### src/sv/texture_mip_chain_size_core_macros.svh
// ----------------------------------------------------------------------------
// Texture mip chain size core: assertion macros
// Shared concurrent assertion forms; they compile away under SYNTHESIS.
// ----------------------------------------------------------------------------
`ifndef TEXTURE_MIP_CHAIN_SIZE_CORE_MACROS_SVH
`define TEXTURE_MIP_CHAIN_SIZE_CORE_MACROS_SVH

`ifndef SYNTHESIS
// Same-cycle implication, checked out of reset.
`define TMCS_ASSERT_IMP(label, clock, rstn, ante, cons) \
    label: assert property (@(posedge clock) disable iff (!rstn) (ante) |-> (cons)) \
        else $error("texture_mip_chain_size_core: assertion failed");
// Next-cycle implication, checked out of reset.
`define TMCS_ASSERT_NEXT(label, clock, rstn, ante, cons) \
    label: assert property (@(posedge clock) disable iff (!rstn) (ante) |=> (cons)) \
        else $error("texture_mip_chain_size_core: assertion failed");
`else
`define TMCS_ASSERT_IMP(label, clock, rstn, ante, cons)
`define TMCS_ASSERT_NEXT(label, clock, rstn, ante, cons)
`endif

`endif

### src/sv/tmcs_pkg.sv
// ----------------------------------------------------------------------------
// Texture mip chain size package
// Request and response types, format and status codes, and the control store
// of the sizing sequencer.
// ----------------------------------------------------------------------------
package tmcs_pkg;

    // Full chain length is capped at this many levels.
    localparam int MAX_MIP_LEVELS = 17;

    // Format class codes.
    localparam logic [3:0] FC_UNDEF  = 4'd0;
    localparam logic [3:0] FC_ZERO   = 4'd1;
    localparam logic [3:0] FC_BC8    = 4'd8;
    localparam logic [3:0] FC_BC16   = 4'd9;

    // Dimension codes.
    localparam logic [1:0] DIM_3D    = 2'd2;
    localparam logic [1:0] DIM_BAD   = 2'd3;

    // Status codes.
    localparam logic [1:0] ST_OK       = 2'd0;
    localparam logic [1:0] ST_INVALID  = 2'd1;
    localparam logic [1:0] ST_TOO_MANY = 2'd2;

    typedef struct packed {
        logic [15:0] tex_width;
        logic [15:0] tex_height;
        logic [11:0] depth_or_layers;
        logic [4:0]  requested_mips;
        logic [1:0]  dimension;
        logic [3:0]  format_class;
    } tex_req_t;

    typedef struct packed {
        logic [1:0]  status;
        logic [4:0]  mip_count;
        logic [49:0] total_bytes;
        logic [15:0] subresource_count;
    } tex_rsp_t;

    // Program counter of the sequencer.
    typedef enum logic [2:0] {
        S_IDLE    = 3'd0,
        S_CHECK   = 3'd1,
        S_RESOLVE = 3'd2,
        S_ACCUM   = 3'd3,
        S_ADVANCE = 3'd4,
        S_EMIT    = 3'd5
    } step_t;

    // Datapath operation selected by a control word.
    typedef enum logic [2:0] {
        ACT_LOAD    = 3'd0,
        ACT_CHECK   = 3'd1,
        ACT_RESOLVE = 3'd2,
        ACT_ACCUM   = 3'd3,
        ACT_ADVANCE = 3'd4,
        ACT_EMIT    = 3'd5
    } act_t;

    // Branch condition selected by a control word.
    typedef enum logic [2:0] {
        COND_ALWAYS   = 3'd0,
        COND_NO_REQ   = 3'd1,
        COND_INVALID  = 3'd2,
        COND_TOO_MANY = 3'd3,
        COND_LVL_DONE = 3'd4,
        COND_OUT_BUSY = 3'd5
    } cond_t;

    typedef struct packed {
        act_t  act;
        cond_t cond;
        step_t jmp;   // taken when the condition holds
        step_t nxt;   // taken otherwise
    } uword_t;

    // Control store: one word per step.
    function automatic uword_t ucode(step_t pc);
        uword_t w;
        begin
            unique case (pc)
                S_IDLE:    w = '{ACT_LOAD,    COND_NO_REQ,   S_IDLE,  S_CHECK};
                S_CHECK:   w = '{ACT_CHECK,   COND_INVALID,  S_EMIT,  S_RESOLVE};
                S_RESOLVE: w = '{ACT_RESOLVE, COND_TOO_MANY, S_EMIT,  S_ACCUM};
                S_ACCUM:   w = '{ACT_ACCUM,   COND_LVL_DONE, S_EMIT,  S_ADVANCE};
                S_ADVANCE: w = '{ACT_ADVANCE, COND_ALWAYS,   S_ACCUM, S_ACCUM};
                S_EMIT:    w = '{ACT_EMIT,    COND_OUT_BUSY, S_EMIT,  S_IDLE};
                default:   w = '{ACT_LOAD,    COND_ALWAYS,   S_IDLE,  S_IDLE};
            endcase
            return w;
        end
    endfunction

    // Number of significant bits of a nonzero value.
    function automatic logic [4:0] bit_len(logic [15:0] v);
        logic [4:0] len;
        begin
            len = '0;
            for (int i = 0; i < 16; i++)
            begin
                if (v[i])
                begin
                    len = 5'(i + 1);
                end
            end
            return len;
        end
    endfunction

endpackage

### src/sv/texture_mip_chain_size_core.sv
// ----------------------------------------------------------------------------
// Texture mip chain size core
// Resolves the mip count of a texture and sums the byte size and number of
// all its two-dimensional subresources, under control of a small microcode.
// ----------------------------------------------------------------------------
//
//  Channel   Direction  Handshake             Payload
//  req       in         req_valid/req_stall   tex_req_t
//  rsp       out        rsp_valid/rsp_stall   tex_rsp_t
//
// A valid request runs the two-step level loop (one multiply in each step) of
// the sequencer, accumulate and advance, for each level before the response.
// An invalid request jumps to emit from check; too many mips, from resolve.
// Reset clears the step counter and the response valid; no clearing pass.
// A stalled response holds the sequencer in its emit step; a new request is
// accepted as soon as the previous response is registered.

`include "texture_mip_chain_size_core_macros.svh"

module texture_mip_chain_size_core
    import tmcs_pkg::*;
(
    input  logic     clk,
    input  logic     rst_n,
    input  logic     req_valid,
    output logic     req_stall,
    input  tex_req_t req,
    output logic     rsp_valid,
    input  logic     rsp_stall,
    output tex_rsp_t rsp
);

    step_t       pc_reg, pc_next;
    uword_t      uw;
    logic        take;

    logic        rsp_valid_reg, rsp_valid_next;
    tex_rsp_t    rsp_reg;

    tex_req_t    in_reg;
    logic [15:0] cur_w_reg;
    logic [15:0] cur_h_reg;
    logic [11:0] cur_d_reg;
    logic [4:0]  full_reg;
    logic [4:0]  mips_reg;
    logic [4:0]  lvl_reg;
    logic [1:0]  status_reg;
    logic [20:0] row_bytes_reg;
    logic [27:0] rows_x_n_reg;
    logic [48:0] prod_reg;
    logic [49:0] total_reg;
    logic [16:0] count_reg;

    logic        accept;
    logic        out_busy;
    logic        invalid;
    logic        too_many;
    logic        lvl_done;
    logic        is_bc;
    logic [4:0]  full_len;
    logic [4:0]  mips_pick;
    logic [16:0] bw_sum;
    logic [16:0] bh_sum;
    logic [23:0] bits_w;
    logic [23:0] bits_round;
    logic [20:0] row_bytes;
    logic [15:0] rows;
    logic [11:0] layers;
    logic [27:0] rows_x_n;
    logic [15:0] count_sat;

    assign uw        = ucode(pc_reg);
    assign req_stall = (uw.act != ACT_LOAD);
    assign accept    = req_valid && !req_stall;
    assign out_busy  = rsp_valid_reg && rsp_stall;
    assign rsp_valid = rsp_valid_reg;
    assign rsp       = rsp_reg;

    // Argument checks and mip resolution.
    assign invalid = (in_reg.tex_width == '0) || (in_reg.tex_height == '0)
                  || (in_reg.depth_or_layers == '0) || (in_reg.format_class == FC_UNDEF)
                  || (in_reg.format_class > FC_BC16) || (in_reg.dimension == DIM_BAD);
    assign full_len = (bit_len(in_reg.tex_width) > bit_len(in_reg.tex_height))
                    ? bit_len(in_reg.tex_width) : bit_len(in_reg.tex_height);
    assign too_many = (in_reg.requested_mips > 5'd1) && (in_reg.requested_mips > full_reg);
    assign mips_pick = (in_reg.requested_mips == 5'd0) ? full_reg : in_reg.requested_mips;
    assign lvl_done  = (lvl_reg == mips_reg);

    // Slice size of the current level, split as row bytes times row count.
    assign is_bc      = (in_reg.format_class == FC_BC8) || (in_reg.format_class == FC_BC16);
    assign bw_sum     = {1'b0, cur_w_reg} + 17'd3;
    assign bh_sum     = {1'b0, cur_h_reg} + 17'd3;
    assign bits_w     = {8'b0, cur_w_reg} << in_reg.format_class[2:0];
    assign bits_round = bits_w + 24'd7;

    always_comb
    begin
        priority if (is_bc)
        begin
            row_bytes = (in_reg.format_class == FC_BC8) ? {3'b0, bw_sum[16:2], 3'b0}
                                                        : {2'b0, bw_sum[16:2], 4'b0};
            rows      = {1'b0, bh_sum[16:2]};
        end
        else if (in_reg.format_class == FC_ZERO)
        begin
            row_bytes = '0;
            rows      = cur_h_reg;
        end
        else
        begin
            row_bytes = bits_round[23:3];
            rows      = cur_h_reg;
        end
    end

    assign layers    = (in_reg.dimension == DIM_3D) ? cur_d_reg : in_reg.depth_or_layers;
    assign rows_x_n  = {12'b0, rows} * {16'b0, layers};
    assign count_sat = count_reg[16] ? 16'hFFFF : count_reg[15:0];

    always_comb
    begin
        unique case (uw.cond)
            COND_ALWAYS:   take = 1'b1;
            COND_NO_REQ:   take = !req_valid;
            COND_INVALID:  take = invalid;
            COND_TOO_MANY: take = too_many;
            COND_LVL_DONE: take = lvl_done;
            COND_OUT_BUSY: take = out_busy;
            default:       take = 1'b1;
        endcase
        pc_next = take ? uw.jmp : uw.nxt;
    end

    always_comb
    begin
        rsp_valid_next = rsp_valid_reg && rsp_stall;
        if ((uw.act == ACT_EMIT) && !out_busy)
        begin
            rsp_valid_next = 1'b1;
        end
    end

    always_ff @(posedge clk or negedge rst_n)
    begin
        if (!rst_n)
        begin
            pc_reg        <= S_IDLE;
            rsp_valid_reg <= 1'b0;
        end
        else
        begin
            pc_reg        <= pc_next;
            rsp_valid_reg <= rsp_valid_next;
        end
    end

    always_ff @(posedge clk)
    begin
        unique case (uw.act)
            ACT_LOAD:
            begin
                if (accept)
                begin
                    in_reg     <= req;
                    cur_w_reg  <= req.tex_width;
                    cur_h_reg  <= req.tex_height;
                    cur_d_reg  <= req.depth_or_layers;
                    mips_reg   <= '0;
                    total_reg  <= '0;
                    count_reg  <= '0;
                end
            end
            ACT_CHECK:
            begin
                status_reg <= invalid ? ST_INVALID : ST_OK;
                full_reg   <= ({1'b0, full_len} > 6'(MAX_MIP_LEVELS))
                            ? 5'(MAX_MIP_LEVELS) : full_len;
            end
            ACT_RESOLVE:
            begin
                if (too_many)
                begin
                    status_reg <= ST_TOO_MANY;
                end
                else
                begin
                    mips_reg <= mips_pick;
                end
                lvl_reg  <= '0;
                prod_reg <= '0;
            end
            ACT_ACCUM:
            begin
                // The product of the previous level lands here, also on exit.
                total_reg <= total_reg + {1'b0, prod_reg};
                if (!lvl_done)
                begin
                    row_bytes_reg <= row_bytes;
                    rows_x_n_reg  <= rows_x_n;
                    count_reg     <= count_reg + {5'b0, layers};
                end
            end
            ACT_ADVANCE:
            begin
                prod_reg <= 49'(row_bytes_reg) * 49'(rows_x_n_reg);
                lvl_reg  <= lvl_reg + 5'd1;
                if (cur_w_reg > 16'd1)
                begin
                    cur_w_reg <= cur_w_reg >> 1;
                end
                if (cur_h_reg > 16'd1)
                begin
                    cur_h_reg <= cur_h_reg >> 1;
                end
                if ((in_reg.dimension == DIM_3D) && (cur_d_reg > 12'd1))
                begin
                    cur_d_reg <= cur_d_reg >> 1;
                end
            end
            ACT_EMIT:
            begin
                if (!out_busy)
                begin
                    rsp_reg.status            <= status_reg;
                    rsp_reg.mip_count         <= mips_reg;
                    rsp_reg.total_bytes       <= total_reg;
                    rsp_reg.subresource_count <= count_sat;
                end
            end
            default:
            begin
            end
        endcase
    end

    `TMCS_ASSERT_NEXT(a_accept_to_check, clk, rst_n, accept, pc_reg == S_CHECK)
    `TMCS_ASSERT_IMP(a_rsp_from_emit, clk, rst_n, $rose(rsp_valid), $past(pc_reg == S_EMIT))
    `TMCS_ASSERT_IMP(a_lvl_in_range, clk, rst_n, (pc_reg == S_ACCUM) || (pc_reg == S_ADVANCE), lvl_reg <= mips_reg)
    `TMCS_ASSERT_IMP(a_error_zero, clk, rst_n, rsp_valid && (rsp.status != ST_OK), (rsp.mip_count == '0) && (rsp.total_bytes == '0) && (rsp.subresource_count == '0))

endmodule
### config.mk
export PLATFORM = sky130hd
export DESIGN_NAME = texture_mip_chain_size_core
export DESIGN_NICKNAME = d
export VERILOG_FILES = /design/src/sv/tmcs_pkg.sv /design/src/sv/texture_mip_chain_size_core.sv
export VERILOG_INCLUDE_DIRS = /design/src /design/src/sv
export SDC_FILE = /design/constraint.sdc
export NUM_CORES = 2
export LEC_CHECK = 0
export ABC_CLOCK_PERIOD_IN_PS = 21600
export BUFFER_PORTS_ARGS = -buffer_cell sky130_fd_sc_hd__buf_4
export CORE_MARGIN = 2
export CORE_UTILIZATION = 49
export CTS_CLUSTER_DIAMETER = 30
export CTS_CLUSTER_SIZE = 30
export DETAILED_ROUTE_END_ITERATION = 10
export GPL_TIMING_DRIVEN = 0
export PLACE_DENSITY = 0.65
export REMOVE_ABC_BUFFERS = 1
export SLEW_MARGIN = 20
export SYNTH_ARGS = -nofsm -noshare
export SYNTH_HDL_FRONTEND = slang
export SYNTH_SLANG_ARGS = --single-unit
### constraint.sdc
create_clock -name clk -period 21.6 [get_ports clk]
set_input_delay 4.32 -clock clk [delete_from_list [all_inputs] [get_ports clk]]
set_output_delay 4.32 -clock clk [all_outputs]
set_load 0.02 [all_outputs]
# After elaboration in Yosys (flattened, before gate mapping)
# Index checks and enable logic that the tools add are counted.
[classes] addsub=6 multipliers=2 n_lt_le_gt_ge=8 eq_ne=28 n_shift=1 n_mux=65 bitwise=2 reduce_logical=37
[op_table] cell="two-way mux 5 bit" count=34
[op_table] cell="case mux 50 bit (2 select lines)" count=1
[op_table] cell="case mux 49 bit (2 select lines)" count=1
[op_table] cell="two-way mux 16 bit" count=5
[op_table] cell="case mux 12 bit (6 select lines)" count=1
[op_table] cell="case mux 16 bit (2 select lines)" count=2
[op_table] cell="adder 50 x 49 -> 50 bit" count=1
[op_table] cell="two-way mux 50 bit" count=1
[op_table] cell="multiplier 21 x 28 -> 49 bit" count=1
[op_table] cell="two-way mux 21 bit" count=2
[op_table] cell="two-way mux 12 bit" count=3
[op_table] cell="adder 16 x 2 -> 17 bit (second input constant)" count=2
[op_table] cell="two-way mux 17 bit" count=2
[op_table] cell="case mux 17 bit (2 select lines)" count=1
[op_table] cell="greater-than comparator 16 x 1 -> 1 bit (second input constant)" count=2
[op_table] cell="logical NOT 16 bit" count=2
[op_table] cell="multiplier 16 x 12 -> 28 bit" count=1
[op_table] cell="adder 24 x 3 -> 24 bit (second input constant)" count=1
[op_table] cell="case mux 12 bit (2 select lines)" count=1
[op_table] cell="left shift 16 x 3 -> 24 bit" count=1
[op_table] cell="case mux 5 bit (2 select lines)" count=2
[op_table] cell="two-way mux 19 bit" count=1
[op_table] cell="== test 3 x 2 -> 1 bit (second input constant)" count=6
[op_table] cell="== test 3 bit (second input constant)" count=6
[op_table] cell="30 further kinds" count=69
[totals] ff_bits=358 input_bits=59 output_inout_bits=75 word_cells=173

# Depth between registers and ports, before layout
[depth] ltp_word=19 ltp_mapped=32 depth_no_buf=29

# Worst setup path after synthesis
# No wires, ideal clock.
[synth_path] path_type="input -> register" from="input port rsp_stall" to="register rsp_reg (netlist bit rsp[0]) (enable)" setup_time_ns=0.528 arrival_ns=7.785 required_time_ns=21.072 slack_ns=13.286 stages=1 path_buffers=0 cell_sequence="a21oi_1"
[synth_between] elab_chain_len=3
[synth_lines] element="from (decl)" line="texture_mip_chain_size_core.sv:29" text="input logic rsp_stall,"
[synth_lines] element="logical AND 1 bit" line="texture_mip_chain_size_core.sv:75" text="assign out_busy = rsp_valid_reg && rsp_stall;"
[synth_lines] element="NOT 1 bit (no source line)"
[synth_lines] element="AND reduction 2 bit (no source line)"
[synth_lines] element="to (decl)" line="texture_mip_chain_size_core.sv:38" text="tex_rsp_t rsp_reg;"
# No other way between the ends.
# A chain may end at the register's enable or synchronous reset.

# Worst setup path in the final report
[layout_path] from="register in_reg[2] (netlist bit)" to="register rows_x_n_reg[23] (data pin)"
[layout_between] elab_chain_len=4 word_cells_on_any_way=5 classes_between="mul: 1; eq/ne: 2; mux: 1; reduce/logical: 1"
[layout_lines] element="from (decl)" line="texture_mip_chain_size_core.sv:40" text="tex_req_t in_reg;"
[layout_lines] element="from (signal assigned)" line="texture_mip_chain_size_core.sv:164" text="in_reg <= req;"
[layout_lines] element="== test 4 bit" line="texture_mip_chain_size_core.sv:90" text="assign is_bc = (in_reg.format_class == FC_BC8) || (in_reg.format_class == FC_BC16);"
[layout_lines] element="logical OR 1 bit (*)" line="texture_mip_chain_size_core.sv:90"
[layout_lines] element="two-way mux 16 bit (*)" line="texture_mip_chain_size_core.sv:98" text="priority if (is_bc)"
[layout_lines] element="multiplier 16 x 12 -> 28 bit (*)" line="texture_mip_chain_size_core.sv:117" text="assign rows_x_n = {12'b0, rows} * {16'b0, layers};"
[layout_lines] element="named net rows_x_n[23]" line="texture_mip_chain_size_core.sv:69" text="logic [27:0] rows_x_n;"
[layout_lines] element="to (signal assigned)" line="texture_mip_chain_size_core.sv:199" text="rows_x_n_reg <= rows_x_n;"
[layout_lines] element="to (decl)" line="texture_mip_chain_size_core.sv:49" text="logic [27:0] rows_x_n_reg;"
# The timed path passes the listed nets; every way through them passes the cells marked *.

==> flow_summary.json <==
{
  "outcome": "finished, final reports clean",
  "dr.pass1.iters": 6,
  "grt_pass1_wl_mm": 177,
  "slowest_stage": "edfxtp_1",
  "antenna_found_initial": 1,
  "ant_nets": 0,
  "post_cts_buffers": 0,
  "min_path_type": "flip-flop to flip-flop",
  "tightest_slew_ns": 1.24,
  "reg2reg_to": "rows_x_n_reg[23]",
  "fin_nets": 5556,
  "rows": 109,
  "synth_compound_area_frac": 0.0803,
  "syn_area_um2": 43500,
  "critical_path.startpoint": "in_reg[2]",
  "hold_end": "rsp[71]",
  "synth-seq-area-share": 0.247,
  "fin_area_um2": 48700,
  "htreeDepth": 3,
  "core_area_um2": 88100,
  "cp_cell_sequence": "nor2_1 > nand2_1 > nor2_1 > nor2_1 > nand2_1 > fa_1 > inv_1 > fa_1 > inv_1 > fa_1 > fa_1 > inv_1 > fa_1 > ha_1 > a2111oi_0 > o21ai_0 > a41oi_1 > o21bai_1 > a21oi_1 > nor2_1 > a31oi_1 > xnor2_1",
  "drive_gt1_frac": 0.0808,
  "async_flop_share": 0.0112,
  "clk_latency_ns": 0.64,
  "area_delta_synth_final_pct": 12.1,
  "crit_fanout": 28,
  "dp_hpwl_mm": 83.2,
  "cts_tree": "done",
  "finalHoldViolCount": 0,
  "cts.clk_slew.worst_paths_ns": 0.05,
  "grt_max_degree": 53,
  "rsz0062_at_grt": "no",
  "vias": 31500,
  "gp_congestion": 0.886,
  "dpl_cell_area_um2": 45900,
  "worst_setup_path_start_kind": "flip-flop",
  "synthAdderAreaFrac": 0.377,
  "routedWlPerCell_um": 18.7,
  "drv_cap": 0,
  "arrival_ns": 8.81,
  "final_cell_mix": "744 x inv_1, 649 x nand2_1, 633 x fa_1",
  "layout_commonest_cell": "inv_1",
  "p_per_area_nw_per_um2": 44.0,
  "timing.slew.headroom": 0.174,
  "cp-end-kind": "flip-flop",
  "synthCells": 4537,
  "p_leak_nw": 22.5,
  "max_freq_ghz": 0.118,
  "grt_overflow": 0,
  "timing.rr.start": "in_reg[2]",
  "synthMuxAreaShare": 0.0120,
  "crit_type": "flip-flop to flip-flop",
  "clockBufferDepth": 3,
  "boundaryPins": 134,
  "wl_mm": 108,
  "slew_violations": 0,
  "setup_violations": 0,
  "synth.avg_cell_area_um2": 9.58,
  "ys.flop_type": "edfxtp_1",
  "tns_ns": 0,
  "die-width_um": 302,
  "hold_path_startpoint": "status_reg[0]",
  "drt-initial-drc-count": 1856,
  "viasPerCell": 5.44,
  "ctsResizeCount": 0,
  "grt_pass1_vias": 33400,
  "clock-root-buffer": "clkbuf_16",
  "reg2reg_depth": 22,
  "yosys.area_share.simple": 0.169,
  "ys_seq_elements": 358,
  "portBuffers": 133,
  "die_area_um2": 91100,
  "ff2ff_setup_slack_ns": 13.15,
  "grt_usage": 0.246,
  "finalCriticalPeriod_ns": 8.45,
  "largest_reg_flops": 73,
  "hold_buffers": 0,
  "min_path_cells": 0,
  "synth_top_family_by_area": "adder cells",
  "crit_required_ns": 21.96,
  "cts_buffers": 77,
  "die-height_um": 302,
  "drc": 0,
  "period_share": 0.391,
  "n_antenna_cell": 0,
  "peakVddDrop_mv": 0.0861,
  "synth_cell_types": 84,
  "synth-xor-area-share": 0.0292,
  "max_stage_delay_ns": 0.96,
  "start_util": 0.493,
  "ys.warnings.count": 0,
  "critPathMostFrequentCell": "fa_1",
  "skew_ns": 0.0478,
  "cts_sinks": 358,
  "synth_edf_count": 354
}
## cells in the mapped netlist (all sizes together), types with 14 or more instances
cell    count  share of area
nor3       41         0.0047
nor2b      25         0.0036
ha        297          0.086
clkbuf    221          0.019
a21o       69          0.012
nand4      27         0.0039
xnor2      81          0.016
mux2i      28         0.0064
nand3      46         0.0053
nand2b     22         0.0032
a21oi     177          0.020
or2        24         0.0035
nor2      233          0.020
nand2     651          0.056
and3       29         0.0042
and2      377          0.054
fa        633           0.29
o31ai      14         0.0024
o21ai     107          0.012
o21bai     20         0.0035
a211oi     27         0.0047
inv       745          0.064
o21a       23         0.0040
buf        15         0.0018
edfxtp    354           0.24
xor2       64          0.013
nor4       17         0.0028
## worst max-delay path: cells and delay by family, from the launching register on
kind	cells	cell delay (ns)
XOR/XNOR	1	0.08
flip-flops	1	0.96
adder cells (fa/ha/maj)	6	2.83
AO/OA/AOI/OAI	6	1.78
AND/OR/NAND/NOR	6	2.33
buffers and inverters	3	0.15
## report_power, final
group / internal (mW) / switching [mW] / leakage (nW)
clock: 0.832 / 0.403 / 1.31
sequential: 0.774 / 0.00658 / 3.43
combinational: 0.0542 / 0.0728 / 17.8
## cell type report
class / instances / area [um2]
Inverter: 745 / 2800
Sequential cell: 358 / 10700
Fill cell: 7831 / 39400
Clock buffer: 87 / 1960
Clock inverter: 55 / 800
Timing Repair Buffer: 187 / 1860
Multi-Input combinational cell: 3198 / 29100
Tap cell: 1165 / 1460
## worst max path at each step
stage          slack (ns)                to  depth (start not counted)
6_report            13.15  rows_x_n_reg[23]                         22
5_1_grt             12.54  rows_x_n_reg[23]                         22
2_1_floorplan       13.29            rsp[0]                          1
3_5_place_dp        13.27  rows_x_n_reg[23]                         22
4_1_cts             13.21  rows_x_n_reg[23]                         22
3_3_place_gp        11.17           rsp[22]                          2
## cell families after synthesis
family          count (synthesis)
simple gates                 1531
buf+inv                       981
fa+ha+maj                     930
compound gates                548
flops                         358
xor+xnor                      145
mux                            43
other cells                     1
## layer usage
metal,wire length (um),track usage,up-vias,share of wire
li1,-,-,14600,-
met1,45200,0.318,15800,0.42
met2,54100,0.431,933,0.50
met3,5610,0.0306,186,0.052
met4,3250,0.0787,0,0.030
met5,0,0,-,0
## stage by stage
step	cells	setup slack (ns)	util	total power [mW]	hold WS (ns)
after global routing	5795	12.54	0.553	2.21	0.457
final	5795	13.15	0.553	2.14	0.441
after detailed placement	5649	13.27	0.521	0.918	0.405
after floorplan	4301	13.29	-	0.881	0.400
after global placement	5599	11.17	0.511	0.917	0.435
after CTS	5791	13.21	0.552	2.16	0.444
Note: power is estimated with default switching activity, not from simulation.
